[config.mk]
export PLATFORM = sky130hd
export DESIGN_NAME = utf8_hangul_jamo_splitter_core
export DESIGN_NICKNAME = d
export VERILOG_FILES = /design/src/rtl/uhjs_pkg.sv /design/src/rtl/utf8_hangul_jamo_splitter_core.sv /design/src/rtl/uhjs_front.sv /design/src/rtl/uhjs_fifo.sv /design/src/rtl/uhjs_back.sv
export SDC_FILE = /design/constraint.sdc
export NUM_CORES = 1
export LEC_CHECK = 0
export ABC_AREA = 1
export BUFFER_PORTS_ARGS = -buffer_cell sky130_fd_sc_hd__buf_2
export CAP_MARGIN = 20
export CORE_ASPECT_RATIO = 0.75
export CORE_MARGIN = 4
export CORE_UTILIZATION = 63
export DETAILED_ROUTE_END_ITERATION = 6
export PLACE_DENSITY = 0.86
export RECOVER_POWER = 100
export SLEW_MARGIN = 20
export SYNTH_ARGS = -nofsm -noshare
export SYNTH_HDL_FRONTEND = slang
export SYNTH_SLANG_ARGS = --single-unit
[constraint.sdc]
create_clock -name clk_i -period 7.11 [get_ports clk_i]
set_input_delay 0.711 -clock clk_i [delete_from_list [all_inputs] [get_ports clk_i]]
set_output_delay 0.711 -clock clk_i [all_outputs]
set_load 0.005 [all_outputs]
[src/rtl/uhjs_pkg.sv]
// Shared types, constants and helpers of the UTF-8 Hangul jamo splitter.
package uhjs_pkg;

  // Result kinds as they appear on the output port.
  typedef enum logic [2:0] {
    KindPlain    = 3'd0,
    KindLead     = 3'd1,
    KindVowel    = 3'd2,
    KindTrail    = 3'd3,
    KindLineEnd  = 3'd4,
    KindLineFull = 3'd5
  } uhjs_kind_e;

  localparam logic [7:0]  ByteLf       = 8'h0A;
  localparam logic [7:0]  ByteCr       = 8'h0D;
  localparam logic [7:0]  ByteAsciiTop = 8'h80;
  localparam logic [1:0]  LastPackIdx  = 2'd2;     // third byte closes a char

  localparam logic [23:0] SylPackedLo  = 24'hEAB080;
  localparam logic [23:0] SylPackedHi  = 24'hED9EA3;
  localparam logic [15:0] SylBase      = 16'hAC00;
  localparam logic [15:0] SylLast      = 16'hD7A3;
  localparam logic [15:0] LeadBase     = 16'h1100;
  localparam logic [15:0] VowelBase    = 16'h1161;
  localparam logic [15:0] TrailBase    = 16'h11A7;
  localparam int unsigned VowelCount   = 21;
  localparam int unsigned TrailCount   = 28;

  // floor(s/28) = (s*9363)>>18 exact for s < 11172
  localparam logic [13:0] TrailRecip   = 14'd9363;
  localparam int unsigned TrailShift   = 18;
  // floor(q/21) = (q*391)>>13 exact for q < 399
  localparam logic [8:0]  VowelRecip   = 9'd391;
  localparam int unsigned VowelShift   = 13;

  // One queued unit of work: a line end or one finished character.
  typedef struct packed {
    logic        line_end;
    logic        hangul;
    logic        full;      // line closes after this character
    logic [23:0] word;      // packed UTF-8 bytes
    logic [8:0]  quot;      // syllable offset / 28
  } uhjs_op_t;

  // Code point to UTF-8 code points in 0x0800..0xFFFF, packed big-end first.
  function automatic logic [23:0] pack3(input logic [15:0] cp);
    return {4'hE, cp[15:12], 2'b10, cp[11:6], 2'b10, cp[5:0]};
  endfunction

  // Code point of a packed three-byte word.
  function automatic logic [15:0] unpack3(input logic [23:0] word);
    return {word[19:16], word[13:8], word[5:0]};
  endfunction

endpackage

[src/rtl/utf8_hangul_jamo_splitter_core.sv]
// Top level of the UTF-8 Hangul jamo splitter.
//
// Input channel (in_valid_i/in_ready_o): one UTF-8 byte or an end-of-input
// marker per beat. Output channel (out_valid_o/out_ready_i): one result beat
// carrying code_word_o, kind_o and last_o; last_o marks the final beat
// caused by an input byte. Bytes that give no result (partial characters,
// the byte after CR) produce no output beat at all.
// Config: cfg_we_i writes cfg_wdata_i into max_chars; write
// only while nothing is in flight.
// Path: a byte's first result beat goes front -> queue -> work register ->
// output reg. Throughput: one input byte per cycle unless the queue is full
// and one result beat per cycle unless out_ready_i stalls the output; a
// Hangul syllable takes three input beats and gives three or four results,
// so the output beat rate is the limit, set by the back-end sequencer.
// Stall: when out_ready_i is low the output register holds, the back end
// stops and the op queue (QueueDepth entries) fills; in_ready_o drops only
// when the queue is full. No clearing pass at reset: all control state and
// max_chars (143) are reset asynchronously by rst_ni.
module utf8_hangul_jamo_splitter_core
  import uhjs_pkg::*;
#(
  parameter int unsigned QueueDepth = 4
) (
  input  logic        clk_i,
  input  logic        rst_ni,
  input  logic        cfg_we_i,
  input  logic [7:0]  cfg_wdata_i,
  input  logic        in_valid_i,
  output logic        in_ready_o,
  input  logic [7:0]  text_byte_i,
  input  logic        end_of_input_i,
  output logic        out_valid_o,
  input  logic        out_ready_i,
  output logic [23:0] code_word_o,
  output logic [2:0]  kind_o,
  output logic        last_o
);

  uhjs_op_t push_op, head_op;
  logic     push, q_full, q_valid, q_pop;

  // classify bytes, track char packing and line length
  uhjs_front u_front (
    .clk_i          (clk_i),
    .rst_ni         (rst_ni),
    .cfg_we_i       (cfg_we_i),
    .cfg_wdata_i    (cfg_wdata_i),
    .in_valid_i     (in_valid_i),
    .in_ready_o     (in_ready_o),
    .text_byte_i    (text_byte_i),
    .end_of_input_i (end_of_input_i),
    .q_full_i       (q_full),
    .push_o         (push),
    .op_o           (push_op)
  );

  // decouples byte intake from result expansion
  uhjs_fifo #(
    .Depth (QueueDepth)
  ) u_fifo (
    .clk_i   (clk_i),
    .rst_ni  (rst_ni),
    .push_i  (push),
    .data_i  (push_op),
    .full_o  (q_full),
    .valid_o (q_valid),
    .pop_i   (q_pop),
    .data_o  (head_op)
  );

  // split syllables and sequence 1..4 result beats per op
  uhjs_back u_back (
    .clk_i       (clk_i),
    .rst_ni      (rst_ni),
    .q_valid_i   (q_valid),
    .q_pop_o     (q_pop),
    .op_i        (head_op),
    .out_valid_o (out_valid_o),
    .out_ready_i (out_ready_i),
    .code_word_o (code_word_o),
    .kind_o      (kind_o),
    .last_o      (last_o)
  );

endmodule

[src/rtl/uhjs_front.sv]
// Front end: byte accept, character packing, line tracking, op classification.
module uhjs_front
  import uhjs_pkg::*;
(
  input  logic       clk_i,
  input  logic       rst_ni,
  input  logic       cfg_we_i,
  input  logic [7:0] cfg_wdata_i,
  input  logic       in_valid_i,
  output logic       in_ready_o,
  input  logic [7:0] text_byte_i,
  input  logic       end_of_input_i,
  input  logic       q_full_i,
  output logic       push_o,
  output uhjs_op_t   op_o
);

  logic [15:0] pend_q, pend_d;
  logic [1:0]  cnt_q, cnt_d;
  logic        swal_q, swal_d;
  logic [7:0]  line_q, line_d;
  logic [7:0]  max_q;

  logic        accept;
  logic [23:0] packed_w;
  logic [8:0]  line_inc;
  logic        line_full;
  logic        char_done;
  logic [15:0] cp;
  logic [15:0] syl_ofs;
  logic        is_syl;
  logic [27:0] quot_prod;

  assign in_ready_o = !q_full_i;
  assign accept     = in_valid_i && in_ready_o;

  assign packed_w  = {pend_q, text_byte_i};
  assign line_inc  = {1'b0, line_q} + 9'd1;
  assign line_full = line_inc >= {1'b0, max_q};   // limit 0 behaves as 1
  assign char_done = (text_byte_i < ByteAsciiTop) || (cnt_q == LastPackIdx);
  assign cp        = unpack3(packed_w);
  assign syl_ofs   = cp - SylBase;
  assign is_syl    = (packed_w >= SylPackedLo) && (packed_w <= SylPackedHi) &&
                     (cp >= SylBase) && (cp <= SylLast);
  assign quot_prod = 28'(syl_ofs[13:0]) * 28'(TrailRecip);

  always_comb begin
    pend_d = pend_q;
    cnt_d  = cnt_q;
    swal_d = swal_q;
    line_d = line_q;
    push_o = 1'b0;
    op_o   = '0;
    if (accept) begin
      priority if (end_of_input_i) begin
        pend_d = '0;
        cnt_d  = '0;
        swal_d = 1'b0;
        line_d = '0;
        push_o = 1'b1;
        op_o.line_end = 1'b1;
      end else if (swal_q) begin
        swal_d = 1'b0;                          // byte after CR is dropped
      end else if (text_byte_i == ByteLf || text_byte_i == ByteCr) begin
        pend_d = '0;
        cnt_d  = '0;
        line_d = '0;
        swal_d = (text_byte_i == ByteCr);
        push_o = 1'b1;
        op_o.line_end = 1'b1;
      end else if (char_done) begin
        pend_d = '0;
        cnt_d  = '0;
        line_d = line_full ? 8'd0 : line_inc[7:0];
        push_o = 1'b1;
        op_o.hangul = is_syl;
        op_o.full   = line_full;
        op_o.word   = packed_w;
        op_o.quot   = quot_prod[TrailShift +: 9];
      end else begin
        pend_d = packed_w[15:0];
        cnt_d  = cnt_q + 2'd1;
      end
    end
  end

  always_ff @(posedge clk_i or negedge rst_ni) begin
    if (!rst_ni) begin
      pend_q <= '0;
      cnt_q  <= '0;
      swal_q <= 1'b0;
      line_q <= '0;
      max_q  <= 8'd143;
    end else begin
      pend_q <= pend_d;
      cnt_q  <= cnt_d;
      swal_q <= swal_d;
      line_q <= line_d;
      if (cfg_we_i) begin
        max_q <= cfg_wdata_i;
      end
    end
  end

endmodule

[src/rtl/uhjs_fifo.sv]
// Small op queue between front and back end.
module uhjs_fifo
  import uhjs_pkg::*;
#(
  parameter int unsigned Depth = 4
) (
  input  logic     clk_i,
  input  logic     rst_ni,
  input  logic     push_i,
  input  uhjs_op_t data_i,
  output logic     full_o,
  output logic     valid_o,
  input  logic     pop_i,
  output uhjs_op_t data_o
);

  localparam int unsigned AddrW = (Depth > 1) ? $clog2(Depth) : 1;
  localparam int unsigned CntW  = $clog2(Depth + 1);
  localparam logic [AddrW-1:0] LastAddr = AddrW'(Depth - 1);
  localparam logic [CntW-1:0]  FullCnt  = CntW'(Depth);

  uhjs_op_t         mem_q [Depth];
  logic [AddrW-1:0] wr_q, rd_q;
  logic [CntW-1:0]  cnt_q;
  logic             do_push, do_pop;

  assign full_o  = (cnt_q == FullCnt);
  assign valid_o = (cnt_q != '0);
  assign data_o  = mem_q[rd_q];
  assign do_push = push_i && !full_o;
  assign do_pop  = pop_i && valid_o;

  always_ff @(posedge clk_i) begin
    if (do_push) begin
      mem_q[wr_q] <= data_i;
    end
  end

  always_ff @(posedge clk_i or negedge rst_ni) begin
    if (!rst_ni) begin
      wr_q  <= '0;
      rd_q  <= '0;
      cnt_q <= '0;
    end else begin
      if (do_push) begin
        wr_q <= (wr_q == LastAddr) ? '0 : wr_q + AddrW'(1);
      end
      if (do_pop) begin
        rd_q <= (rd_q == LastAddr) ? '0 : rd_q + AddrW'(1);
      end
      unique case ({do_push, do_pop})
        2'b10:   cnt_q <= cnt_q + CntW'(1);
        2'b01:   cnt_q <= cnt_q - CntW'(1);
        default: cnt_q <= cnt_q;
      endcase
    end
  end

endmodule

[src/rtl/uhjs_back.sv]
// Back end: jamo split of a queued op and beat sequencing into the output register.
module uhjs_back
  import uhjs_pkg::*;
(
  input  logic        clk_i,
  input  logic        rst_ni,
  input  logic        q_valid_i,
  output logic        q_pop_o,
  input  uhjs_op_t    op_i,
  output logic        out_valid_o,
  input  logic        out_ready_i,
  output logic [23:0] code_word_o,
  output logic [2:0]  kind_o,
  output logic        last_o
);

  // working op
  logic        wv_q;
  logic [1:0]  phase_q;
  logic        w_end_q, w_hangul_q, w_full_q;
  logic [23:0] w_word_q;
  logic [4:0]  l_q, v_q, t_q;

  // output register
  logic        ov_q;
  logic [23:0] code_q;
  uhjs_kind_e  kind_q;
  logic        last_q;

  // split of the queue head
  logic [15:0] head_ofs;
  logic [17:0] lead_prod;
  logic [4:0]  l_d;
  logic [13:0] t_wide;
  logic [8:0]  v_wide;

  logic        out_free, emit, work_done;
  logic [1:0]  last_phase;
  logic        beat_last;
  logic [23:0] beat_word;
  uhjs_kind_e  beat_kind;

  assign head_ofs  = unpack3(op_i.word) - SylBase;
  assign lead_prod = 18'(op_i.quot) * 18'(VowelRecip);
  assign l_d       = lead_prod[VowelShift +: 5];
  assign t_wide    = head_ofs[13:0] - 14'(op_i.quot) * 14'(TrailCount);
  assign v_wide    = op_i.quot - 9'(l_d) * 9'(VowelCount);

  assign out_free   = !ov_q || out_ready_i;
  assign emit       = wv_q && out_free;
  assign last_phase = w_hangul_q ? (w_full_q ? 2'd3 : 2'd2) : (w_full_q ? 2'd1 : 2'd0);
  assign beat_last  = w_end_q || (phase_q == last_phase);
  assign work_done  = emit && beat_last;
  assign q_pop_o    = q_valid_i && (!wv_q || work_done);

  always_comb begin
    beat_word = '0;
    beat_kind = KindLineFull;
    if (w_end_q) begin
      beat_kind = KindLineEnd;
    end else if (w_hangul_q) begin
      unique case (phase_q)
        2'd0: begin
          beat_kind = KindLead;
          beat_word = pack3(LeadBase + 16'(l_q));
        end
        2'd1: begin
          beat_kind = KindVowel;
          beat_word = pack3(VowelBase + 16'(v_q));
        end
        2'd2: begin
          beat_kind = KindTrail;
          beat_word = (t_q == '0) ? 24'd0 : pack3(TrailBase + 16'(t_q));
        end
        default: beat_kind = KindLineFull;
      endcase
    end else if (phase_q == 2'd0) begin
      beat_kind = KindPlain;
      beat_word = w_word_q;
    end
  end

  always_ff @(posedge clk_i) begin
    if (q_pop_o) begin
      w_end_q    <= op_i.line_end;
      w_hangul_q <= op_i.hangul;
      w_full_q   <= op_i.full;
      w_word_q   <= op_i.word;
      l_q        <= l_d;
      v_q        <= v_wide[4:0];
      t_q        <= t_wide[4:0];
    end
    if (emit) begin
      code_q <= beat_word;
      kind_q <= beat_kind;
      last_q <= beat_last;
    end
  end

  always_ff @(posedge clk_i or negedge rst_ni) begin
    if (!rst_ni) begin
      wv_q    <= 1'b0;
      phase_q <= '0;
      ov_q    <= 1'b0;
    end else begin
      if (q_pop_o) begin
        wv_q    <= 1'b1;
        phase_q <= '0;
      end else if (work_done) begin
        wv_q    <= 1'b0;
      end else if (emit) begin
        phase_q <= phase_q + 2'd1;
      end
      if (emit) begin
        ov_q <= 1'b1;
      end else if (out_ready_i) begin
        ov_q <= 1'b0;
      end
    end
  end

  assign out_valid_o = ov_q;
  assign code_word_o = code_q;
  assign kind_o      = kind_q;
  assign last_o      = last_q;

endmodule

# Word-level counts from Yosys, hierarchy flattened
# Memory sizes are Yosys's and may differ from the RTL's.
# Cells that the tools add are included.
[op_classes] add_sub_neg=14 multipliers=4 magnitude_cmp=6 eq_ne=13 n_mux=50 n_reduce_logical=28
[ops] cell="$mux 35" count=3
[ops] cell="$mux 24" count=3
[ops] cell="$mux 36" count=2
[ops] cell="$pmux 24 s3" count=1
[ops] cell="$mux 16" count=4
[ops] cell="$add 13x5->14 const A" count=3
[ops] cell="$mux 8" count=5
[ops] cell="$mul 14x14->27 const B" count=1
[ops] cell="$ge 24x24->1 const B" count=1
[ops] cell="$le 24x24->1 const B" count=1
[ops] cell="$mux 2" count=10
[ops] cell="$mul 9x9->18 const B" count=1
[ops] cell="$mux 1" count=18
[ops] cell="$eq 8x4->1 const B" count=2
[ops] cell="$ge 16x16->1 const B" count=1
[ops] cell="$le 16x16->1 const B" count=1
[ops] cell="$sub 14x14->14 const B" count=1
[ops] cell="$eq 2x2->1 const B" count=5
[ops] cell="$sub 5x5->5" count=2
[ops] cell="$add 8x1->9 const B" count=1
[ops] cell="$ge 9x8->1" count=1
[ops] cell="$logic_and 1x1->1" count=9
[ops] cell="$mul 9x3->3 const B" count=1
[ops] cell="$pmux 3 s3" count=1
[ops] cell="20 further kinds" count=37
[word_totals] register_bits=116 mem_bits_rw=144 inputBits=22 out_inout_bits=30 word_cells=137 memories=1
[memory_table] name="u_fifo.mem_q" words=4 word_bits=36 read_ports=1 rd_clocked_by_memory_dff=0 write_ports=1 line="uhjs_fifo.sv:22" source="uhjs_op_t mem_q [Depth];"

# Longest topological paths before layout
[depth] ltp_word=10 ltp_mapped=36

# By module
# Synthesis repeated with hierarchy kept, for this count alone.
[hier_totals] cells_unflattened=1709 hier_area_um2=16445.8
[by_module_without_submodules] mod="uhjs_fifo" instances=1 cells_per_inst=479 area_per_inst_um2=6198.4 seq_area_each_um2=4499.3
[by_module_without_submodules] mod="uhjs_front" instances=1 cells_per_inst=781 area_per_inst_um2=5480.3 seq_area_each_um2=882.1
[by_module_without_submodules] mod="uhjs_back" instances=1 cells_per_inst=449 area_per_inst_um2=4767.1 seq_area_each_um2=2142.1

# Worst setup path after synthesis
# OpenSTA, ideal clock, no wires.
[synth_path] path_type="register -> register" start="reg u_fifo.rd_q[0]" end="reg u_back.v_q[4] (data pin)" arrival_time_ns=6.128 slack_ns=0.730 stages_incl_launch_ff=34 path_cell_list="dfrtp_1 > buf_2 > buf_2 > clkbuf_1 > a21oi_1 > a32oi_1 > fa_1 > ha_1 > ha_1 > fa_1 > ha_1 > nand2_1 > inv_1 > nand2_1 > nand2_1 > nand2_1 > nand3_1 > a21oi_1 > nor2_1 > o21bai_1 > nand2_1 > ha_1 > ha_1 > ha_1 > inv_1 > ha_1 > inv_1 > o31ai_1 > nand2b_1 > nand3_1 > nand2_1 > inv_1 > nand2_1 > nand2_1"
[synth_via] elab_chain_cells=4
[synth_lines] element="from (decl)" line="uhjs_fifo.sv:23" source="logic [AddrW-1:0] wr_q, rd_q;"
[synth_lines] element="from (signal assigned)" line="uhjs_fifo.sv:49" source="rd_q <= (rd_q == LastAddr) ? '0 : rd_q + AddrW'(1);"
[synth_lines] element="$mem_v2 4x36"
[synth_lines] element="$mul 9x9->18" line="uhjs_back.sv:44" source="assign lead_prod = 18'(op_i.quot) * 18'(VowelRecip);"
[synth_lines] element="named net u_back.lead_prod[16]" line="uhjs_back.sv:32" source="logic [17:0] lead_prod;"
[synth_lines] element="$mul 5x5->5" line="uhjs_back.sv:47" source="assign v_wide = op_i.quot - 9'(l_d) * 9'(VowelCount);"
[synth_lines] element="$sub 5x5->5" line="uhjs_back.sv:47"
[synth_lines] element="named net u_back.v_wide[4]" line="uhjs_back.sv:35" source="logic [8:0] v_wide;"
[synth_lines] element="to (signal assigned)" line="uhjs_back.sv:90" source="v_q <= v_wide[4:0];"
[synth_lines] element="to (decl)" line="uhjs_back.sv:22" source="logic [4:0] l_q, v_q, t_q;"
# The timed path passes the listed nets, and every way through them passes these cells.
# A chain may end at the register's enable or synchronous reset.

# Worst setup path in the final report
[layout_path] start="reg u_fifo.rd_q[1]" end="reg u_back.v_q[4] (data pin)"
# Same word-level chain as after synthesis.

==> metrics.yaml <==
status: "complete, but fails checks"
violations: "design-rule violations, max-capacitance violations, max-slew violations"
cts_tree: "yes"
worstSetupPathType: "register to register"
max_freq_ghz: 0.1502
yosysMostFrequentCell: "inv_1"
gp_congestion: 0.9453
tns_ns: 0
finalWorstSetupSlack_ns: 0.4508
cp.arrival_ns: 6.93
hp-class: "input pin to register"
worstSkewPairLatency_ns: 0.52
slowest_delay_ns: 0.54
final_nets: 1871
synthFlopType: "edfxtp_1"
synthTopCellsByCount: "inv_1, nand2_1, edfxtp_1, ha_1, nor2_1"
drc_errors: 8
grt_pass1_wl_um: 55280
root_buffer: "clkbuf_16"
stdcell_area_mm2: 0.01718
io_buffers: 51
startpoint_type: "register"
grt_start_max_net_pins: 50
endpoint: "u_back.v_q[4]"
wl_per_cell_um: 17.86
synthCells: 1559
pre_cts_ws_ns: 0.2250
drive_above_1_share_pct: 6.463
cts_made_buffers: 25
required_ns: 7.38
synth-edff-count: 212
worst_pin_slew_ns: 2.783
synthToLayoutAreaGrowth_pct: 9.939
critPathLaunch: "u_fifo.rd_q[1]"
final_antenna_net_count: 0
syn_area_mm2: 0.01562
synth_area_per_cell_um2: 10.02
yosysWarnings: 0
cts.sinks: 258
setup_violations: 0
io_pins: 52
synth_largest_area_cell: "edfxtp_1"
cts.path.max_buffers: 3
min_period_over_period_pct: 93.66
r2r_end: "u_back.v_q[4]"
first_pass_iters: 7
ff2ff_setup_slack_ns: 0.45
antenna_found_initial: 2
ys_seq_area_share_pct: 48.16
synth_seq_cells: 258
r2r_start: "u_fifo.rd_q[1]"
dp_hpwl_um: 25390
ys_top_cells_by_area: "edfxtp_1, ha_1, dfrtp_1"
crit_top_cell: "ha_1"
coreArea_mm2: 0.02416
rows: 49
slowest_stage: "fa_1"
maxSlewViolCount: 225
cap_violations: 7
viasPerCell: 5.825
antennaDiodeCount: 0
reg2reg_depth: 32
die_w_um: 189.8
cp-end-kind: "register"
placed_area_mm2: 0.01633
start_util_pct: 64.67
die_h_um: 144.4
synth_cell_types: 48
grt_pass1_vias: 11040
vias: 11480
ctsHtreeMaxLevel: 1
hold_violations: 0
rsz0062_at_grt: "no"
routed_wl_um: 35200
path_clk_slew_ns: 0.07
synth-async-reset-ratio_pct: 17.83
skew_ns: 0.01238
syn_nets: 1807
dr.first_iter.drc_count: 1117
synth_top_area_share_pct: 40.75
grt.overflow.total: 0
maxSlewHeadroom_pct: -85.54
dieArea_mm2: 0.02741
nFillCells: 1699
grtUsageTotal_pct: 25.24
worstPathMaxFanout: 19
min_period_ns: 6.659
-- worst min path at each step --
stage                          to            from  cells past startpoint  slack (ns)
3_3_place_gp   u_back.out_valid_o     u_back.wv_q                      2        0.47
4_1_cts        u_back.out_valid_o          rst_ni                      2        0.31
6_report         u_front.max_q[6]  cfg_wdata_i[6]                      3        0.39
3_5_place_dp   u_back.out_valid_o     u_back.wv_q                      2        0.46
2_1_floorplan  u_back.out_valid_o          rst_ni                      0        0.42
5_1_grt          u_front.max_q[1]  cfg_wdata_i[1]                      3        0.41
-- worst max-delay path, delay by kind of cell, from the launching register on --
kind	cells	cell delay (ns)
fa+ha+maj	9	3.05
buf+inv	7	0.71
simple gates	10	0.97
flops	1	0.38
compound gates	6	1.28
-- through the flow --
| stage | instances | hold slack [ns] | utilization, % |
|---|---|---|---|
| 6_report | 1971 | 0.3934 | 71.10 |
| 5_1_grt | 1971 | 0.4076 | 71.10 |
| 4_1_cts | 1966 | 0.3146 | 71.27 |
| 3_5_place_dp | 1922 | 0.4637 | 67.62 |
| 3_3_place_gp | 1921 | 0.4652 | 67.51 |
| 2_1_floorplan | 1559 | 0.4154 | - |
-- final cells by class --
type	count	area [um2]	area share (%)
clock buffers	27	633.1	3.686
clock inverters	17	247.7	1.442
inverters	259	975.9	5.682
multi-input cells	1008	6987	40.68
flip-flops and latches	258	7525	43.81
well taps	331	414.1	2.411
repair buffers	71	392.9	2.287
-- placed cells by master (no fill, tap or decap), types with 5 or more instances in the layout --
master	instances
inv_1	255
nand2_1	226
edfxtp_1	212
ha_1	181
nor2_1	138
o21ai_0	110
nand3_1	67
a21oi_1	62
fa_1	45
o22ai_1	42
dfrtp_1	40
nor3_1	37
buf_2	33
clkbuf_16	25
clkbuf_1	24
nand4_1	19
xor2_1	16
xnor2_1	13
buf_4	11
a21o_1	8
bufinv_16	6
o211ai_1	5
clkinv_1	5
dfstp_2	5
-- routing by layer --
layer / vias up / share of wire (%) / track usage (%)
li1: 5433 / - / -
met1: 5478 / 42 / 35.72
met2: 508 / 46 / 40.53
met3: 59 / 9.2 / 5.960
met4: 4 / 1.8 / 5.594
met5: - / 0.077 / 0
-- flip-flops by register name, indices dropped and copies added (netlist names), 2 cells and up --
register,flops
u_back.w_word_q,22
u_fifo.rd_q,2
u_fifo.mem_q,144
u_back.kind_o,3
u_back.v_q,5
u_front.max_q,8
u_back.t_q,5
u_back.phase_q,2
u_back.code_word_o,24
u_back.l_q,5
u_front.pend_q,16
u_fifo.cnt_q,3
u_fifo.wr_q,2
u_front.cnt_q,2
u_front.line_q,8
-- cell families after synthesis --
logic type	synth area share (%)
and+or+nand+nor	13.40
muxes	0.07208
buffers and inverters	7.128
AOI/OAI and AO/OA	9.355
DFF	48.16
adders and majority gates	20.26
xor gates and xnor gates	1.626
-- timing repair --
item,CTS,global route
buffers inserted,0,2
gates resized for setup,0,5
setup endpoints to repair,0,1
hold buffers,0,0
hold endpoints to repair,0,0
Power is left out: the tool's default activity adds up to more than one toggle a clock period on the data nets, which glitch-free logic cannot reach.
